[config.mk]
export PLATFORM = sky130hd
export DESIGN_NAME = angle_flip_corrector
export DESIGN_NICKNAME = d
export VERILOG_FILES = /design/src/rtl/afc_pkg.sv /design/src/rtl/afc_ring.sv /design/src/rtl/afc_cmp.sv /design/src/rtl/angle_flip_corrector.sv
export SDC_FILE = /design/constraint.sdc
export NUM_CORES = 2
export LEC_CHECK = 0
export BUFFER_PORTS_ARGS = -buffer_cell sky130_fd_sc_hd__buf_2
export CAP_MARGIN = 20
export CORE_MARGIN = 2
export CORE_UTILIZATION = 40
export CTS_BUF_LIST = sky130_fd_sc_hd__clkbuf_8
export DETAILED_ROUTE_END_ITERATION = 8
export GPL_TIMING_DRIVEN = 0
export REMOVE_ABC_BUFFERS = 1
export SKIP_CTS_REPAIR_TIMING = 1
export SLEW_MARGIN = 25
export SYNTH_ARGS = -nofsm -noshare
export SYNTH_HDL_FRONTEND = slang
export SYNTH_HIERARCHICAL = 1
export SYNTH_SLANG_ARGS = --single-unit
export TNS_END_PERCENT = 1
[constraint.sdc]
create_clock -name clk -period 5.2 [get_ports clk]
set_input_delay 1.04 -clock clk [delete_from_list [all_inputs] [get_ports clk]]
set_output_delay 1.04 -clock clk [all_outputs]
set_load 0.01 [all_outputs]
[src/rtl/afc_pkg.sv]
`timescale 1ns / 1ps

package afc_pkg;

  // Field widths
  localparam int ANGLE_W = 18;
  localparam int OUT_W   = 19;
  localparam int THR_W   = 17;
  localparam int WIN_W   = 8;
  localparam int KIND_W  = 2;
  localparam int CFG_IDX_W  = 1;
  localparam int CFG_DATA_W = 17;

  // Fixed-point format and full turn
  localparam int ANGLE_FRAC_BITS = 8;
  localparam logic signed [OUT_W-1:0] FULL_TURN = OUT_W'(360 * (1 << ANGLE_FRAC_BITS));

  // Register indexes
  localparam logic [CFG_IDX_W-1:0] REG_THRESHOLD = 1'd0;
  localparam logic [CFG_IDX_W-1:0] REG_WINDOW    = 1'd1;

  // Register reset values
  localparam logic [THR_W-1:0] THRESHOLD_RST = 17'd51200;
  localparam logic [WIN_W-1:0] WINDOW_RST    = 8'd100;

  // Flip kind codes
  localparam logic [KIND_W-1:0] KIND_NONE = 2'd0;
  localparam logic [KIND_W-1:0] KIND_SUB  = 2'd1;
  localparam logic [KIND_W-1:0] KIND_ADD  = 2'd2;

  // Status of the serial multiply-compare unit
  typedef struct packed {
    logic busy;
    logic done;
    logic over;
    logic under;
  } cmp_stat_t;

endpackage

[src/rtl/afc_ring.sv]
`timescale 1ns / 1ps

module afc_ring #(
  parameter int DEPTH = 128,
  parameter int AW    = 7,
  parameter int DW    = 19
) (
  input  logic          clk,
  input  logic          wr_en,
  input  logic [AW-1:0] wr_addr,
  input  logic [DW-1:0] wr_data,
  input  logic          rd_en,
  input  logic [AW-1:0] rd_addr,
  output logic [DW-1:0] rd_data
);

  logic [DW-1:0] mem [DEPTH];
  logic [DW-1:0] rd_data_r;

  // Write port
  always_ff @(posedge clk) begin
    if (wr_en) begin
      mem[wr_addr] <= wr_data;
    end
  end

  // Registered read port, hold data between reads
  always_ff @(posedge clk) begin
    if (rd_en) begin
      rd_data_r <= mem[rd_addr];
    end
  end

  assign rd_data = rd_data_r;

endmodule

[src/rtl/afc_cmp.sv]
`timescale 1ns / 1ps

module afc_cmp #(
  parameter int KW = 8,
  parameter int SW = 27
) (
  input  logic                              clk,
  input  logic                              rst_n,
  input  logic                              start,
  input  logic signed [afc_pkg::ANGLE_W-1:0] x,
  input  logic        [afc_pkg::THR_W-1:0]   thr,
  input  logic        [KW-1:0]               k,
  input  logic signed [SW-1:0]               s,
  output afc_pkg::cmp_stat_t                 stat
);

  localparam int MW = SW + 2;

  localparam logic [1:0] P_IDLE = 2'd0;
  localparam logic [1:0] P_MUL  = 2'd1;
  localparam logic [1:0] P_CMP  = 2'd2;

  logic [1:0]           phase_r;
  logic [KW-1:0]        mk_r;
  logic signed [MW-1:0] mx_r;
  logic signed [MW-1:0] mt_r;
  logic signed [MW-1:0] acx_r;
  logic signed [MW-1:0] act_r;
  logic                 done_r;
  logic                 over_r;
  logic                 under_r;

  // Control: idle, shift-add over the bits of k, then compare
  always_ff @(posedge clk) begin
    if (!rst_n) begin
      phase_r <= P_IDLE;
      done_r  <= 1'b0;
    end else begin
      done_r <= 1'b0;
      case (phase_r)
        P_IDLE: begin
          if (start) begin
            phase_r <= P_MUL;
          end
        end
        P_MUL: begin
          if (mk_r == '0) begin
            phase_r <= P_CMP;
          end
        end
        P_CMP: begin
          done_r  <= 1'b1;
          phase_r <= P_IDLE;
        end
        default: begin
          phase_r <= P_IDLE;
        end
      endcase
    end
  end

  // Datapath: acx accumulates x*k - s, act accumulates thr*k
  always_ff @(posedge clk) begin
    case (phase_r)
      P_IDLE: begin
        if (start) begin
          mx_r  <= {{(MW-afc_pkg::ANGLE_W){x[afc_pkg::ANGLE_W-1]}}, x};
          mt_r  <= {{(MW-afc_pkg::THR_W){1'b0}}, thr};
          mk_r  <= k;
          acx_r <= -{{(MW-SW){s[SW-1]}}, s};
          act_r <= '0;
        end
      end
      P_MUL: begin
        if (mk_r != '0) begin
          if (mk_r[0]) begin
            acx_r <= acx_r + mx_r;
            act_r <= act_r + mt_r;
          end
          mx_r <= mx_r <<< 1;
          mt_r <= mt_r <<< 1;
          mk_r <= mk_r >> 1;
        end
      end
      P_CMP: begin
        over_r  <= acx_r > act_r;
        under_r <= acx_r < -act_r;
      end
      default: begin
      end
    endcase
  end

  assign stat.busy  = (phase_r != P_IDLE);
  assign stat.done  = done_r;
  assign stat.over  = over_r;
  assign stat.under = under_r;

endmodule

[src/rtl/angle_flip_corrector.sv]
// Flow: an accepted item launches the serial multiply-compare over the bits of k, k being
//   min(window length, stored outputs); the result is then written back and registered.
// The first item after a window length write also re-sums the window through the
//   ring's single read port, one entry a cycle, before the compare starts.
// Throughput: one item at a time; the serial multiply-compare sets the pace.
// Reset (rst_n, synchronous): history empty, sum zero, registers at their defaults.
`timescale 1ns / 1ps

module angle_flip_corrector #(
  parameter int MAX_WINDOW = 128
) (
  input  logic                                 clk,
  input  logic                                 rst_n,
  // Input requests
  input  logic                                 in_valid,
  output logic                                 in_ready,
  input  logic signed [afc_pkg::ANGLE_W-1:0]   in_angle_in,
  input  logic                                 in_series_start,
  // Result requests
  output logic                                 out_valid,
  input  logic                                 out_ready,
  output logic signed [afc_pkg::OUT_W-1:0]     out_angle_out,
  output logic        [afc_pkg::KIND_W-1:0]    out_flip_kind,
  // Configuration writes
  input  logic                                 cfg_valid,
  output logic                                 cfg_ready,
  input  logic        [afc_pkg::CFG_IDX_W-1:0] cfg_index,
  input  logic        [afc_pkg::CFG_DATA_W-1:0] cfg_data
);

  localparam int AW = (MAX_WINDOW > 1) ? $clog2(MAX_WINDOW) : 1;
  localparam int KW = $clog2(MAX_WINDOW + 1);
  localparam int EW = AW + 1;
  localparam int WW = (KW > afc_pkg::WIN_W) ? KW : afc_pkg::WIN_W;
  localparam int SW = afc_pkg::OUT_W + KW;
  localparam int OW = afc_pkg::OUT_W;

  localparam logic [1:0] ST_IDLE = 2'd0;
  localparam logic [1:0] ST_SUM  = 2'd1;
  localparam logic [1:0] ST_MUL  = 2'd2;
  localparam logic [1:0] ST_WB   = 2'd3;

  logic [1:0]                         state_r;
  logic [afc_pkg::THR_W-1:0]          thr_r;
  logic [afc_pkg::WIN_W-1:0]          win_r;
  logic                               dirty_r;
  logic signed [afc_pkg::ANGLE_W-1:0] x_r;
  logic [KW-1:0]                      fill_r;
  logic [AW-1:0]                      wp_r;
  logic signed [SW-1:0]               sum_r;
  logic [KW-1:0]                      k_r;
  logic [KW-1:0]                      left_r;
  logic [AW-1:0]                      rp_r;
  logic                               rd_vld_r;
  logic                               go_r;
  logic signed [OW-1:0]               res_r;
  logic [afc_pkg::KIND_W-1:0]         kind_r;
  logic                               out_valid_r;
  logic signed [OW-1:0]               out_angle_r;
  logic [afc_pkg::KIND_W-1:0]         out_kind_r;

  logic [WW-1:0]        win_ext;
  logic [KW-1:0]        w_eff;
  logic [KW-1:0]        fill_use;
  logic [KW-1:0]        k_nxt;
  logic [KW-1:0]        w_gap;
  logic [EW-1:0]        ev_sum;
  logic [AW-1:0]        ev_addr;
  logic [AW-1:0]        wp_prev;
  logic [AW-1:0]        rp_prev;
  logic [AW-1:0]        wp_next;
  logic                 in_acc;
  logic                 out_free;
  logic                 evict;
  logic                 resum;
  logic                 sum_done;
  logic                 ring_re;
  logic [AW-1:0]        ring_ra;
  logic [OW-1:0]        ring_rd;
  logic                 ring_we;
  logic signed [SW-1:0] rd_ext;
  logic signed [SW-1:0] res_ext;
  logic signed [OW-1:0] x_ext;
  afc_pkg::cmp_stat_t   cmp_stat;

  assign in_acc   = in_valid && in_ready;
  assign in_ready = (state_r == ST_IDLE);
  assign cfg_ready = 1'b1;
  assign out_free = !out_valid_r || out_ready;

  // Effective window: zero counts as one, saturate at the ring depth
  assign win_ext = WW'(win_r);
  always_comb begin
    if (win_r == '0) begin
      w_eff = KW'(1);
    end else if (win_ext > WW'(MAX_WINDOW)) begin
      w_eff = KW'(MAX_WINDOW);
    end else begin
      w_eff = KW'(win_ext);
    end
  end

  // Window size for the item being accepted
  assign fill_use = in_series_start ? '0 : fill_r;
  assign k_nxt    = (fill_use < w_eff) ? fill_use : w_eff;

  // Re-sum needed on accept, and end of the re-sum walk
  assign resum    = dirty_r && !in_series_start && (k_nxt != '0);
  assign sum_done = (state_r == ST_SUM) && !rd_vld_r && (left_r == '0);

  // Pointer arithmetic modulo the ring depth
  assign wp_prev = (wp_r == '0) ? AW'(MAX_WINDOW - 1) : wp_r - AW'(1);
  assign rp_prev = (rp_r == '0) ? AW'(MAX_WINDOW - 1) : rp_r - AW'(1);
  assign wp_next = (wp_r == AW'(MAX_WINDOW - 1)) ? '0 : wp_r + AW'(1);

  // Oldest entry of the window, dropped once the window is full
  assign w_gap   = KW'(MAX_WINDOW) - w_eff;
  assign ev_sum  = EW'(wp_r) + EW'(w_gap);
  assign ev_addr = (ev_sum >= EW'(MAX_WINDOW)) ? AW'(ev_sum - EW'(MAX_WINDOW)) : AW'(ev_sum);
  assign evict   = (fill_r >= w_eff);

  // Ring read: window re-sum walk, else the eviction slot
  assign ring_re = ((state_r == ST_SUM) && (left_r != '0)) || (state_r == ST_MUL);
  assign ring_ra = (state_r == ST_SUM) ? rp_r : ev_addr;
  assign ring_we = (state_r == ST_WB) && out_free;

  assign rd_ext  = {{(SW-OW){ring_rd[OW-1]}}, ring_rd};
  assign res_ext = {{(SW-OW){res_r[OW-1]}}, res_r};
  assign x_ext   = {{(OW-afc_pkg::ANGLE_W){x_r[afc_pkg::ANGLE_W-1]}}, x_r};

  // Configuration registers
  always_ff @(posedge clk) begin
    if (!rst_n) begin
      thr_r <= afc_pkg::THRESHOLD_RST;
      win_r <= afc_pkg::WINDOW_RST;
    end else if (cfg_valid && cfg_ready) begin
      case (cfg_index)
        afc_pkg::REG_THRESHOLD: thr_r <= cfg_data[afc_pkg::THR_W-1:0];
        afc_pkg::REG_WINDOW:    win_r <= cfg_data[afc_pkg::WIN_W-1:0];
        default: begin
        end
      endcase
    end
  end

  // Sequencer and window state
  always_ff @(posedge clk) begin
    if (!rst_n) begin
      state_r     <= ST_IDLE;
      dirty_r     <= 1'b0;
      fill_r      <= '0;
      wp_r        <= '0;
      sum_r       <= '0;
      left_r      <= '0;
      rd_vld_r    <= 1'b0;
      go_r        <= 1'b0;
      out_valid_r <= 1'b0;
    end else begin
      // Launch the compare once the window sum is ready
      go_r     <= (in_acc && !resum) || sum_done;
      rd_vld_r <= (state_r == ST_SUM) && (left_r != '0);
      // Hold a result until the receiver takes it
      if (ring_we) begin
        out_valid_r <= 1'b1;
      end else if (out_ready) begin
        out_valid_r <= 1'b0;
      end
      // Window length write invalidates the running sum
      if (cfg_valid && cfg_ready && (cfg_index == afc_pkg::REG_WINDOW)) begin
        dirty_r <= 1'b1;
      end else if ((in_acc && in_series_start) || sum_done) begin
        dirty_r <= 1'b0;
      end
      case (state_r)
        ST_IDLE: begin
          if (in_acc) begin
            k_r    <= k_nxt;
            fill_r <= fill_use;
            if (in_series_start) begin
              wp_r  <= '0;
              sum_r <= '0;
            end
            if (resum) begin
              // Re-sum the window from the newest entry back
              sum_r   <= '0;
              left_r  <= k_nxt;
              rp_r    <= wp_prev;
              state_r <= ST_SUM;
            end else begin
              state_r <= ST_MUL;
            end
          end
        end
        ST_SUM: begin
          if (left_r != '0) begin
            left_r <= left_r - KW'(1);
            rp_r   <= rp_prev;
          end
          if (rd_vld_r) begin
            sum_r <= sum_r + rd_ext;
          end else if (left_r == '0) begin
            state_r <= ST_MUL;
          end
        end
        ST_MUL: begin
          if (cmp_stat.done) begin
            if (cmp_stat.over) begin
              res_r  <= x_ext - afc_pkg::FULL_TURN;
              kind_r <= afc_pkg::KIND_SUB;
            end else if (cmp_stat.under) begin
              res_r  <= x_ext + afc_pkg::FULL_TURN;
              kind_r <= afc_pkg::KIND_ADD;
            end else begin
              res_r  <= x_ext;
              kind_r <= afc_pkg::KIND_NONE;
            end
            state_r <= ST_WB;
          end
        end
        ST_WB: begin
          if (out_free) begin
            // Push the result and slide the window sum
            wp_r <= wp_next;
            if (fill_r != KW'(MAX_WINDOW)) begin
              fill_r <= fill_r + KW'(1);
            end
            sum_r   <= evict ? sum_r + res_ext - rd_ext : sum_r + res_ext;
            state_r <= ST_IDLE;
          end
        end
        default: begin
          state_r <= ST_IDLE;
        end
      endcase
    end
  end

  // Input sample and output register
  always_ff @(posedge clk) begin
    if (in_acc) begin
      x_r <= in_angle_in;
    end
    if (ring_we) begin
      out_angle_r <= res_r;
      out_kind_r  <= kind_r;
    end
  end

  afc_ring #(
    .DEPTH (MAX_WINDOW),
    .AW    (AW),
    .DW    (OW)
  ) u_ring (
    .clk     (clk),
    .wr_en   (ring_we),
    .wr_addr (wp_r),
    .wr_data (res_r),
    .rd_en   (ring_re),
    .rd_addr (ring_ra),
    .rd_data (ring_rd)
  );

  afc_cmp #(
    .KW (KW),
    .SW (SW)
  ) u_cmp (
    .clk   (clk),
    .rst_n (rst_n),
    .start (go_r),
    .x     (x_r),
    .thr   (thr_r),
    .k     (k_r),
    .s     (sum_r),
    .stat  (cmp_stat)
  );

  assign out_valid     = out_valid_r;
  assign out_angle_out = out_angle_r;
  assign out_flip_kind = out_kind_r;

  // A series start empties the history
  a_start_clears: assert property (@(posedge clk) disable iff (!rst_n)
    (in_acc && in_series_start) |=> (fill_r == '0) && (sum_r == '0))
    else $error("series start did not clear history");

  // Fill count never passes the ring depth
  a_fill_bound: assert property (@(posedge clk) disable iff (!rst_n)
    fill_r <= KW'(MAX_WINDOW))
    else $error("fill count beyond ring depth");

  // Compare unit is quiet while the window is re-summed
  a_cmp_idle_in_sum: assert property (@(posedge clk) disable iff (!rst_n)
    (state_r == ST_SUM) |-> !cmp_stat.busy)
    else $error("compare unit busy during window sum");

  // Compare results arrive only while waiting for them
  a_done_in_mul: assert property (@(posedge clk) disable iff (!rst_n)
    cmp_stat.done |-> (state_r == ST_MUL))
    else $error("compare done outside multiply state");

endmodule
==> results.json <==
{
  "placementRows": 196,
  "synth_area_per_cell_sq_um": 18.9,
  "min_from": "in_angle_in[12]",
  "maxSlewViolCount": 0,
  "critPathMostFrequentCell": "buf_16",
  "cp-startpoint": "wp_r[2]",
  "die-area_sq_um": 292000,
  "wire_per_inst_um": 27.2,
  "start_util": 0.403,
  "filler_cell_count": 23100,
  "vias": 62100,
  "die_w_um": 540,
  "path_class": "flop to flop",
  "worst_pin_slew_ps": 1120,
  "slowest_stage": "dfxtp_1",
  "setup_viol": 0,
  "clock-sinks": 2736,
  "dpl.hpwl_um": 209000,
  "hold_depth": 1,
  "reg2reg_from": "wp_r[2]",
  "gr-usage-all-layers": 0.201,
  "drt_pass1_iterations": 8,
  "rr_endpoint": "u_ring/rd_data[5]",
  "grt_pass1_wl_um": 431000,
  "synthCells": 6078,
  "power.leakage_nw": 45.4,
  "p_total_mw": 67.9,
  "max_stage_delay_ps": 970,
  "io_pins": 66,
  "vdd_ir_drop_max_v": 0.000261,
  "ant_nets": 0,
  "min_to": "x_r[12]",
  "cts-buffers-inserted": 453,
  "cts_htree_levels": 5,
  "cts_buffer_depth": 4,
  "cp-end-kind": "flop",
  "hp-class": "input port to flop",
  "final_nets": 7082,
  "drv_cap": 0,
  "place.gp.congestion": 0.877,
  "clkSlewWorstSetupHoldPaths_ps": 60,
  "timing.critical_path.cells": "ha_1 -> xor2_1 -> o21ai_4 -> clkbuf_16 -> buf_8 -> buf_16 -> buf_16 -> buf_16 -> buf_16 -> mux4_2 -> mux4_2 -> mux4_2 -> mux2_2",
  "power_density_nw_per_um2": 493,
  "hold_viol_final": 0,
  "dp_cells": 10100,
  "post-route-util": 0.482,
  "reg2regPathDepth": 13,
  "worstPathArrival_ps": 5930,
  "ff2ff_setup_slack_ps": 90,
  "synthToLayoutAreaGrowth_pct": 19.8,
  "path_max_fanout": 17,
  "fmax_mhz": 196,
  "portBuffers": 64,
  "vias_per_cell": 5.69,
  "slew_headroom": 0.248,
  "yosysWarnings": 6,
  "gr-total-overflow": 0,
  "skew_ps": 69.8,
  "final_cells": 10900,
  "wirelength_um": 297000,
  "drive_above_1_share": 0.301,
  "grt_max_degree": 57,
  "coreArea_sq_um": 286000,
  "synth_area_sq_um": 115000,
  "fin_crit_ps": 5110,
  "drt_iter0_drc": 6224,
  "clock_latency_ps": 1120,
  "cts_root_buffer": "clkbuf_8",
  "outcome": "completed",
  "drc": 0,
  "min_period_over_period": 0.982,
  "cp-start-kind": "flop",
  "grt_pass1_vias": 62900,
  "worstPathRequired_ps": 6020,
  "die_h_um": 540,
  "antenna_found_initial": 14,
  "rsz0062_at_grt": "yes",
  "cts_tree": "yes"
}
## cell type report
cell class	instances	area, sq um	share of cell area
Timing Repair Buffer	546	9800	0.0711
Antenna cell	7	17.5	0.000127
Clock inverter	330	1750	0.0127
Multi-Input combinational cell	2946	33300	0.242
Inverter	123	474	0.00344
Clock buffer	466	6410	0.0465
Tap cell	3762	4710	0.0342
Sequential cell	2736	81300	0.590
## report_power, final
group          total, mW  switching, mW  internal [mW]
clock               17.3           8.43           8.91
combinational       24.8           13.0           11.7
sequential          25.8          0.811           25.0
## through the flow
| step | TNS (ps) | cell area, sq um | hold WS (ps) | setup slack [ps] |
|---|---|---|---|---|
| after global placement | - | 119000 | 409 | -119010 |
| after global routing | -96.8 | 138000 | 34.7 | -68.8 |
| after CTS | -22490 | 137000 | 10.7 | -1390 |
| after floorplan | -1643670 | 114000 | 400 | -77020 |
| after detailed placement | -20480 | 129000 | 411 | -1330 |
| final | 0 | 138000 | 137 | 92.7 |
## layout by cell type, fill, tap and decap left out, types with 18 or more instances in the layout
cell type  instances
edfxtp_1        2652
mux4_2           798
clkbuf_8         466
nand2_1          349
inv_1            240
ha_1             226
a21oi_1          220
buf_16           217
nor2_1           166
buf_8            160
o21ai_0          139
clkinv_1         124
nor2_4           122
xnor2_1          118
buf_4             76
dfxtp_1           75
a21o_1            72
buf_2             64
nand3_1           59
nor3_1            58
clkinv_2          57
xor2_1            55
nand4_1           40
nor2b_1           38
and2_1            29
nand2b_1          26
o21a_1            25
mux2_2            24
and3_1            22
a31oi_1           21
o21bai_1          20
a211oi_1          19
or3_1             19
nor4_1            18
## worst max-delay path: cells and delay by family, from the launching register on
kind	cells	cell delay (ps)
mux	4	1910
buf+inv	6	1050
compound gates	1	250
fa+ha+maj	1	400
xor+xnor	1	200
flops	1	970
## sequential cells by signal (all words and copies together), names as in the netlist, 7 cells and up
signal / cells
u_cmp/acx_r: 29
x_r: 18
rp_r: 7
u_ring/rd_data: 19
left_r: 8
u_cmp/mk_r: 8
u_cmp/act_r: 29
res_r: 19
fill_r: 8
u_cmp/mt_r: 29
sum_r: 27
wp_r: 7
u_cmp/mx_r: 29
out_angle_out: 19
win_ext: 8
u_ring/mem: 2432
thr_r: 17
k_r: 8
## per-layer routing
metal  part of all wire  global-route usage  vias up
li1                   -                   -    26500
met1               0.41               0.276    32700
met2               0.48               0.323     2386
met3              0.081              0.0431      475
met4              0.029              0.0604        2
met5           0.000044                   0        -
## how the worst max path moves through the flow
stage / depth (start not counted) / endpoint
6_report: 13 / u_ring/rd_data[5]
5_1_grt: 18 / sum_r[26]
4_1_cts: 21 / u_ring/rd_data[9]
3_5_place_dp: 21 / u_ring/rd_data[9]
3_3_place_gp: 7 / u_ring/rd_data[7]
2_1_floorplan: 7 / u_ring/rd_data[0]
(Power assumes the default switching activity.)
